`src/design/sbm_pkg.sv`:
```
`timescale 1ns / 1ps
// Package of the stereo block matcher: controller states, the command and
// status structs between controller and datapath, and fixed field widths.
// No dependencies.
package sbm_pkg;

	localparam int COORD_W = 8;
	localparam int PIX_W   = 8;
	localparam int DISP_W  = 6;
	localparam int COST_W  = 23;
	localparam int DIM_W   = 9;
	localparam int CFG_IDX_W = 2;

	localparam logic [COST_W-1:0] COST_MAX = {COST_W{1'b1}};

	localparam logic [CFG_IDX_W-1:0] CFG_IMAGE_WIDTH  = 2'd0;
	localparam logic [CFG_IDX_W-1:0] CFG_IMAGE_HEIGHT = 2'd1;
	localparam logic [CFG_IDX_W-1:0] CFG_COST_MODE    = 2'd2;

	localparam logic FUNC_LOAD  = 1'b0;
	localparam logic FUNC_QUERY = 1'b1;

	localparam logic MODE_SSD = 1'b0;
	localparam logic MODE_SAD = 1'b1;

	typedef enum logic [2:0] {
		ST_IDLE,
		ST_CHECK,
		ST_SWEEP,
		ST_DRAIN,
		ST_FINISH
	} sbm_state_t;

	typedef struct packed {
		logic start;
		logic load_we;
		logic issue;
		logic out_load;
	} sbm_cmd_t;

	typedef struct packed {
		logic coord_err;
		logic last_issue;
		logic result_done;
	} sbm_stat_t;

endpackage

```
`src/design/sbm_ctrl.sv`:
```
`timescale 1ns / 1ps
// Controller of the stereo block matcher: sequences loads, query sweeps and
// the result register handshake. Depends on sbm_pkg.
module sbm_ctrl (
	input  logic              clk,
	input  logic              arst_n,
	input  logic              s_tvalid,
	output logic              s_tready,
	input  logic              func,
	output logic              m_tvalid,
	input  logic              m_tready,
	output sbm_pkg::sbm_cmd_t cmd,
	input  sbm_pkg::sbm_stat_t stat
);
	import sbm_pkg::*;

	sbm_state_t state_q;
	sbm_state_t state_nxt;
	logic       m_valid_q;

	always_ff @(posedge clk or negedge arst_n) begin
		if (!arst_n) begin
			state_q   <= ST_IDLE;
			m_valid_q <= 1'b0;
		end else begin
			state_q <= state_nxt;
			if (cmd.out_load) begin
				m_valid_q <= 1'b1;
			end else if (m_tready) begin
				m_valid_q <= 1'b0;
			end
		end
	end

	always_comb begin
		state_nxt    = state_q;
		cmd          = '0;
		s_tready     = 1'b0;
		case (state_q)
			ST_IDLE: begin
				s_tready = 1'b1;
				if (s_tvalid) begin
					if (func == FUNC_QUERY) begin
						cmd.start = 1'b1;
						state_nxt = ST_CHECK;
					end else begin
						cmd.load_we = 1'b1;
					end
				end
			end
			ST_CHECK: begin
				state_nxt = stat.coord_err ? ST_FINISH : ST_SWEEP;
			end
			ST_SWEEP: begin
				cmd.issue = 1'b1;
				if (stat.last_issue) begin
					state_nxt = ST_DRAIN;
				end
			end
			ST_DRAIN: begin
				if (stat.result_done) begin
					state_nxt = ST_FINISH;
				end
			end
			ST_FINISH: begin
				// The result register must be empty or emptying this cycle.
				if (!m_valid_q || m_tready) begin
					cmd.out_load = 1'b1;
					state_nxt    = ST_IDLE;
				end
			end
			default: begin
				state_nxt = ST_IDLE;
			end
		endcase
	end

	assign m_tvalid = m_valid_q;

endmodule

```
`config.mk`:
```
export PLATFORM = sky130hd
export DESIGN_NAME = sbm_ctrl
export DESIGN_NICKNAME = d
export VERILOG_FILES = /design/src/design/sbm_pkg.sv /design/src/design/sbm_ctrl.sv
export SDC_FILE = /design/constraint.sdc
export NUM_CORES = 1
export LEC_CHECK = 0
export ABC_CLOCK_PERIOD_IN_PS = 2800
export BUFFER_PORTS_ARGS = -buffer_cell sky130_fd_sc_hd__buf_4
export CORE_AREA = 2 2 39 41
export CTS_CLUSTER_DIAMETER = 60
export DETAILED_ROUTE_END_ITERATION = 16
export DIE_AREA = 0 0 41 43
export GPL_TIMING_DRIVEN = 1
export PLACE_DENSITY = 0.48
export SLEW_MARGIN = 20
export SYNTH_ARGS = -nofsm -noshare
export SYNTH_HDL_FRONTEND = slang
export SYNTH_SLANG_ARGS = --single-unit
```
`constraint.sdc`:
```
create_clock -name clk -period 2.8 [get_ports clk]
set_clock_uncertainty 0.1 [all_clocks]
set_input_delay 0.56 -clock clk [delete_from_list [all_inputs] [get_ports clk]]
set_output_delay 0.56 -clock clk [all_outputs]
set_load 0.01 [all_outputs]
```
==> out/qor.csv, run 1 <==
metric,value,unit
"reg-to-reg slack, setup",1.45,ns
Syn Nets,33,
worst-path fanout max,10,
reg2reg path depth,2,
Antenna diodes,0,
IO Count,14,
area grow syn2layout,54.41,%
# H-tree levels,1,
CTS Root Cell,clkbuf_4,
most frequent cells in the layout,"buf_4 (13), nor2_1 (4), dfrtp_1 (4)",
Worst setup EP type,output pin,
Nets,51,
gpl congestion,0.6330,
register clock-pin slew on the reported worst setup and hold paths,0.04,ns
"Seq/Total Area, Yosys",39.22,%
worst path arrival time,1.50,ns
Yosys top cell area share,39.22,%
wire per inst,9.737,um
via count,231,
DRC violations left,0,
CP Class,flip-flop to output pin,
outcome,"complete, no violations",
Post-CTS Hold Fix Bufs,0,
Critical Path Source Type,flip-flop,
unique cell type count in the Yosys netlist,17,
TNS Setup,0,ns
final period utilization,77.02,%
worst slew pin tran,0.2697,ns
postcts setup bufs,0,
YS warnings,0,
min Tclk post-route,2.156,ns
Min-Delay Endpoint,m_tvalid,
fin area,394.1,um2
first-pass GRT wire length,862,um
vias in the first global route,215,
CTS tree,built,
Power Dens Cells,952.5,nW/um2
WP data required,2.14,ns
Leakage,0.1928,nW
reg2reg start,state_q[0],
row cnt,14,
Slew headroom,82.02,%
core area,1384,um2
Yosys top cell by area,dfrtp_1,
router iterations before antenna repair,2,
Final ANT Viol Nets,0,
fillers,152,
RSZ-0062 raised after global routing,no,
synth top area cells,"dfrtp_1 (39%), or3b_2 (6.9%), o32ai_2 (6.4%), nor2_1 (5.9%), or4b_4 (5.4%)",
Die Wd,41,um
Buffers on Ports,13,
Sink Count,4,
Critical R2R Capture,state_q[0],
initial drt markers,8,
final slew viol count,0,
CTS max path bufs,2,
largest net degree at the start of global routing,11,
Initial Utilization,18.44,%
WHS Path Cells,2,
worst skew pair latency,0.23,ns
cell area after placement,361.6,um2
Fin. Hold Viols,0,
dpl hpwl,414.7,um
"commonest non-fill, non-tap cell in the layout",buf_4,
hold wc startpoint,m_tvalid,
Hold Path Class,flip-flop to flip-flop,
Die Span Y,43,um
"Avg Cell Area, Syn",10.21,um2
Inserted Clock Buffers,3,
final setup violation count,0,
max-cap violations,0,
Cells after Synth,25,
Max Clk Rate,463.7,MHz
Die ar.,1763,um2
Mapped Area,255.2,um2
initial antenna violation count,0,
post_cts resized,0,
"FF+latch count, synth",4,
remaining global-route overflow,0,
via/cell ratio,4.053,
peak supply drop,0.3313,mV
Total GRT Usage,7.430,%
layout cells sized above 1,53.66,%
routed wire length,555,um
-- logic make-up (layout without fill, tap and decap cells) --
kind of cell / after synthesis / in the layout / synth area share [%]
compound gates: 4 / 4 / 15.20
buf+inv: 2 / 18 / 5.881
flops: 4 / 4 / 39.22
simple gates: 15 / 15 / 39.70
-- final cells by class --
| cell class | instances | area, um2 | share of cell area, % |
|---|---|---|---|
| repair buffers | 14 | 107.6 | 27.30 |
| clock buffers | 3 | 22.52 | 5.714 |
| inverters | 1 | 3.754 | 0.9524 |
| well taps | 16 | 20.02 | 5.079 |
| multi-input cells | 19 | 140.1 | 35.56 |
| flip-flops and latches | 4 | 100.1 | 25.40 |
-- routing by layer --
| layer | share of wire, % | GRT usage (%) |
|---|---|---|
| met5 | 0 | 0 |
| met4 | 0 | 2.000 |
| met3 | 14 | 6.283 |
| met2 | 38 | 9.063 |
| met1 | 47 | 9.646 |
-- synthesized netlist by cell type, drive strengths merged --
| master | count |
|---|---|
| a21bo | 1 |
| buf | 1 |
| and2 | 1 |
| o32ai | 1 |
| or3b | 2 |
| o211ai | 1 |
| or4b | 1 |
| nor2b | 1 |
| nand2 | 1 |
| nor2 | 4 |
| nor3 | 1 |
| inv | 1 |
| a21oi | 1 |
| or4bb | 1 |
| nand4b | 1 |
| nand2b | 2 |
| dfrtp | 4 |
-- through the flow --
stage	power (W)	instances	hold WS, ns	setup WS [ns]	utilization [%]
finish	0.0003754	57	0.4339	0.6435	28.48
global route	0.0004097	57	0.4624	0.5797	28.48
CTS	0.0003806	56	0.005458	0.6219	27.76
detailed placement	0.0003065	53	0.2571	0.8017	26.13
global placement	0.0003092	53	0.2563	0.8066	26.13
floorplan	0.0002386	25	0.1644	0.9425	-
-- registers in the layout, summed over array words and instances, names as in the netlist --
name      count
state_q       3
m_tvalid      1
-- worst max path at each step --
stage	startpoint	end	slack [ns]	cells after the start
after floorplan	s_tvalid	cmd[2]	0.94	2
after detailed placement	s_tvalid	cmd[2]	0.80	4
final	state_q[0]	cmd[2]	0.64	3
after CTS	state_q[0]	cmd[2]	0.62	3
after global placement	s_tvalid	cmd[3]	0.81	4
after global routing	state_q[0]	cmd[2]	0.58	3
-- worst max-delay path, stage by stage, from the launching register on --
cell     delay (ns)
dfrtp_1        0.46
or4b_4         0.57
nor2_1         0.11
buf_4          0.13
-- where the power goes --
group          internal (W)  switching [W]
combinational      0.000108      0.0000723
sequential        0.0000842      0.0000401
clock             0.0000479      0.0000227
No activity file was read; power rests on OpenSTA's default activity.
==> inputs of run 2 (changes only) <==
- ABC_CLOCK_PERIOD_IN_PS: 2800 -> 2000
- clock period: 2.8 -> 2 ns (I/O delays scaled with it)
==> run 2 against run 1 <==
Net effect:
- wire length up 12%
- sequential power grew 26%
- combinational power increased by 68%
- final area is 4.1% higher
- clock power is 46% higher
- via count increased by 8.2%
- largest cell class unchanged
==> out/qor.csv, run 2 (same netlist as run 1, synthesis figures left out) <==
metric,value,unit,change
CTS tree,built,,
Final ANT Viol Nets,0,,unchanged
core area,1384,um2,unchanged
router iterations before antenna repair,2,,unchanged
"commonest non-fill, non-tap cell in the layout",buf_4,,
Hold Path Class,input pin to flip-flop,,
area grow syn2layout,60.78,%,
wire per inst,10.49,um,+7.8%
# H-tree levels,1,,unchanged
WP data required,1.50,ns,-0.64 ns
Setup crit start,state_q[1],,
remaining global-route overflow,0,,unchanged
RSZ-0062 raised after global routing,no,,
Largest register FFs,3,,unchanged
first-pass GRT wire length,1.048,mm,+22%
Sink Count,4,,unchanged
worst path arrival time,1.43,ns,-0.07 ns
hold wc startpoint,func,,
Critical Path Source Type,flip-flop,,
reg2reg start,state_q[1],,
sw power,0.0002012,W,+49%
routed wire length,619,um,+12%
worst-path fanout max,4,,-6
min Tclk post-route,1.932,ns,
clock share of power,18.2,%,-0.6 points
layout cells sized above 1,58.14,%,+4.5 points
fillers,148,,-2.6%
pre-CTS worst setup slack,0.2751,ns,-0.5266 ns
CTS Root Cell,clkbuf_4,,
DRC violations left,0,,unchanged
Die Span Y,43,um,unchanged
vias in the first global route,246,,+14%
final setup violation count,0,,unchanged
Slew headroom,86.83,%,+4.8 points
Initial Utilization,18.44,%,unchanged
Comb power frac,54.0,%,+5.9 points
Die Wd,41,um,unchanged
Inserted Clock Buffers,3,,unchanged
Fin. Hold Viols,0,,unchanged
Die ar.,1763,um2,unchanged
row cnt,14,,unchanged
register share of total power,27.7,%,-5.4 points
Nets,53,,+3.9%
final slew viol count,0,,unchanged
CP Class,flip-flop to output pin,,
final setup margin,0.06809,ns,-0.5754 ns
CTS max path bufs,2,,unchanged
Int Pwr,0.0003618,W,+50%
Antenna diodes,0,,unchanged
most frequent cells in the layout,"buf_4 (15), nor2_1 (4), clkbuf_4 (3), dfrtp_1 (3)",,
Max Clk Rate,517.6,MHz,
register clock-pin slew on the reported worst setup and hold paths,0.04,ns,about the same
Leakage,0.2017,nW,+4.6%
largest net degree at the start of global routing,9,,-2
final period utilization,96.60,%,
via count,250,,+8.2%
Power Dens Cells,1372,nW/um2,+44%
initial drt markers,2,,-6
max-cap violations,0,,unchanged
Total GRT Usage,9.677,%,+2.2 points
IO Count,14,,unchanged
via/cell ratio,4.237,,+4.6%
gpl congestion,0.6649,,+5.0%
"Most flops, register",state_q,,
Worst setup EP type,output pin,,
switch share,35.74,%,-0.22 points
initial antenna violation count,0,,unchanged
TNS Setup,0,ns,unchanged
worst skew pair latency,0.24,ns,about the same
outcome,"complete, no violations",,
peak supply drop,0.4892,mV,+48%
worst slew pin tran,0.1976,ns,-0.07207 ns
Buffers on Ports,13,,unchanged
==> run 2: changes by cell type in the layout (fill, tap and decap cells not counted), sizes merged <==
cell / delta
buf: +2
==> run 2: per-stage QoR <==
step,instance area (um2),instances,util (%),total power (W),hold slack [ns]
after CTS,401.6,58,29.02,0.0005589,0.3219
after floorplan,255.2,25,-,0.0003340,0.004409
after global routing,410.4,59,29.66,0.0006126,0.3337
after global placement,369.1,54,26.67,0.0004488,0.09723
final,410.4,59,29.66,0.0005629,0.3231
after detailed placement,369.1,54,26.67,0.0004485,0.09845
==> run 2: worst paths after layout <==
path / slack (ns) / to / depth (start not counted)
hold reg to reg: 0.44 / state_q[1] / 1
hold / removal: 0.32 / state_q[0] / 3
max in group asynchronous: 1.29 / state_q[1] / 2
min in group asynchronous: 0.40 / state_q[0] / 2
setup reg to reg: 0.65 / state_q[1] / 3
setup / recovery: 0.07 / cmd[3] / 3
==> run 2: final cells by class <==
| type | instances | area [um2] | share of cell area, % |
|---|---|---|---|
| Clock buffer | 3 | 22.52 | 5.488 |
| Inverter | 1 | 3.754 | 0.9146 |
| Multi-Input combinational cell | 19 | 140.1 | 34.15 |
| Sequential cell | 4 | 101.3 | 24.70 |
| Tap cell | 16 | 20.02 | 4.878 |
| Timing Repair Buffer | 16 | 122.6 | 29.88 |
==> run 2: timing repair <==
action | 4_1_cts | 5_1_grt
setup endpoints to repair | 0 | 3
resized for setup | 0 | 1
hold buffers | 1 | 0
hold endpoints to repair | 4 | 0
setup buffers | 0 | 1
==> run 2: metal layers <==
layer / routed length [um] / up-vias / global-route usage [%] / part of all wire (%)
met2: 246 / 15 / 11.25 / 40
li1: - / 125 / - / -
met3: 85 / 2 / 6.806 / 14
met4: 10 / 0 / 8.000 / 1.6
met5: 0 / - / 0 / 0
met1: 278 / 108 / 11.40 / 45
==> run 2: worst max-delay path, stage by stage, from the launching register on <==
cell and delay [ns]:
dfrtp_2 0.41, or4b_4 0.56, nor2_1 0.10, buf_4 0.12
==> run 2: power by group through the flow <==
stage | clock (W) | combinational [W] | sequential (W)
2_1_floorplan | 0 | 0.000183 | 0.000151
3_3_place_gp | 0 | 0.000288 | 0.000161
3_5_place_dp | 0 | 0.000287 | 0.000161
4_1_cts | 0.000108 | 0.000290 | 0.000161
5_1_grt | 0.000115 | 0.000335 | 0.000163
6_report | 0.000103 | 0.000304 | 0.000156
==> inputs of run 3 (changes only) <==
- ABC_CLOCK_PERIOD_IN_PS: 2000 -> not set
- CELL_PAD_IN_SITES_DETAIL_PLACEMENT: not set -> 1
- CELL_PAD_IN_SITES_GLOBAL_PLACEMENT: not set -> 1
- PLACE_DENSITY: 0.48 -> 0.59
==> run 3 against run 2 <==
Net effect:
- die area stayed put
- final cell count is 1.7% higher
- largest power group unchanged
- clock power hardly changed
- wire length is 20% higher
==> out/qor.csv, run 3 (same netlist as run 1, synthesis figures left out) <==
metric,value,unit,change
outcome,"complete, no violations",,
Die Wd,41,um,unchanged
peak supply drop,0.4787,mV,-2.2%
first-pass GRT wire length,1.159,mm,+11%
Metal-1 WL,293,um,+5.4%
hold wc startpoint,stat[2],,
cell area after placement,369.1,um2,unchanged
initial drt markers,0,,-2
dpl hpwl,523.2,um,
min Tclk post-route,1.962,ns,+0.03011 ns
most frequent cells in the layout,"buf_4 (16), clkbuf_4 (3), dfrtp_1 (3)",,
final setup violation count,0,,unchanged
Sink Count,4,,unchanged
worst slew pin tran,0.2069,ns,+0.009320 ns
CTS max path bufs,2,,unchanged
worst skew pair latency,0.24,ns,about the same
remaining global-route overflow,0,,unchanged
sw power,0.0002104,W,+4.6%
Hold Path Class,input pin to flip-flop,,
largest net degree at the start of global routing,9,,unchanged
Leakage,0.2070,nW,+2.6%
"Most flops, register",state_q,,
Comb power frac,55.0,%,+1.0 points
reg2reg start,state_q[1],,
WP data required,1.50,ns,about the same
final setup margin,0.03798,ns,-0.03011 ns
CP Class,flip-flop to output pin,,
Int Pwr,0.0003734,W,+3.2%
Setup crit start,state_q[1],,
pre-CTS worst setup slack,0.2614,ns,-0.01372 ns
Inserted Clock Buffers,3,,unchanged
register clock-pin slew on the reported worst setup and hold paths,0.04,ns,about the same
Final ANT Viol Nets,0,,unchanged
Die ar.,1763,um2,unchanged
Power Dens Cells,1364,nW/um2,-0.55%
vias in the first global route,239,,-2.8%
DRC violations left,0,,unchanged
top sig layer,met4,,
via/cell ratio,4.367,,+3.1%
utilization after layout,30.92,%,+1.3 points
Initial Utilization,18.44,%,unchanged
routed wire length,743,um,+20%
Nets,54,,+1.9%
switch share,36.04,%,+0.30 points
CTS Root Cell,clkbuf_4,,
final period utilization,98.10,%,+1.5 points
layout cells sized above 1,63.64,%,+5.5 points
TNS Setup,0,ns,unchanged
IO Count,14,,unchanged
final slew viol count,0,,unchanged
Max Clk Rate,509.7,MHz,-1.5%
fin area,427.9,um2,+4.3%
max-cap violations,0,,unchanged
area grow syn2layout,67.65,%,
Slew headroom,86.20,%,-0.62 points
Die Span Y,43,um,unchanged
RSZ-0062 raised after global routing,yes,,
met3 WL,85,um,unchanged
CTS tree,built,,
row cnt,14,,unchanged
gpl congestion,0.6387,,-3.9%
clock share of power,17.5,%,-0.7 points
worst path arrival time,1.46,ns,+0.03 ns
# H-tree levels,1,,unchanged
wire per inst,12.38,um,+18%
met2 WL,355,um,+44%
Largest register FFs,3,,unchanged
Worst setup EP type,output pin,,
register share of total power,27.6,%,about the same
Critical Path Source Type,flip-flop,,
Total GRT Usage,11.16,%,+1.5 points
worst-path fanout max,7,,+3
Hold WS,0.3443,ns,+0.02126 ns
initial antenna violation count,0,,unchanged
router iterations before antenna repair,1,,-1
Buffers on Ports,13,,unchanged
core area,1384,um2,unchanged
"commonest non-fill, non-tap cell in the layout",buf_4,,
Antenna diodes,0,,unchanged
via count,262,,+4.8%
Fin. Hold Viols,0,,unchanged
[run 3: power groups by stage]
stage	Sequential, W	Clock (W)	Combinational (W)
after floorplan	0.000151	0	0.000183
after detailed placement	0.000160	0	0.000289
final	0.000161	0.000102	0.000321
after global routing	0.000167	0.000118	0.000349
after global placement	0.000158	0	0.000284
after CTS	0.000162	0.000110	0.000292
[run 3: per-stage QoR]
| step | cells | total power, W |
|---|---|---|
| after detailed placement | 54 | 0.0004487 |
| after global routing | 60 | 0.0006346 |
| after CTS | 58 | 0.0005642 |
| after floorplan | 25 | 0.0003340 |
| final | 60 | 0.0005837 |
| after global placement | 54 | 0.0004417 |
[run 3: path summary, 6_finish.rpt]
kind	end	slack, ns	depth (start not counted)
min reg2reg	m_tvalid	0.43	2
min in group asynchronous	m_tvalid	0.40	2
min	state_q[1]	0.34	3
max in group asynchronous	state_q[1]	1.28	2
max reg2reg	state_q[0]	0.66	2
max	cmd[3]	0.04	3
[run 3: timing repair]
item | CTS | global route
endpoints found under the hold margin | 4 | 0
buffers inserted | 0 | 2
hold buffers | 1 | 0
setup endpoints to repair | 2 | 2
resized for setup | 1 | 3
pin swaps | 0 | 1
[run 3: worst max-delay path, stage by stage (launching register included)]
cell and delay, ns:
dfrtp_2 0.43, or4b_4 0.57, nor2_2 0.10, buf_4 0.12
[run 3: layout make-up]
type / instances / area [um2]
Sequential cell: 4 / 101.3
Multi-Input combinational cell: 19 / 150.1
Tap cell: 16 / 20.02
Timing Repair Buffer: 17 / 130.1
Clock buffer: 3 / 22.52
Fill cell: 159 / 955.9
Inverter: 1 / 3.754
[run 3: layer usage]
layer  global-route usage [%]  vias up
li1                         -      127
met1                    12.26      118
met2                    14.37       15
met3                    9.424        2
met4                    6.000        0
met5                        0        -
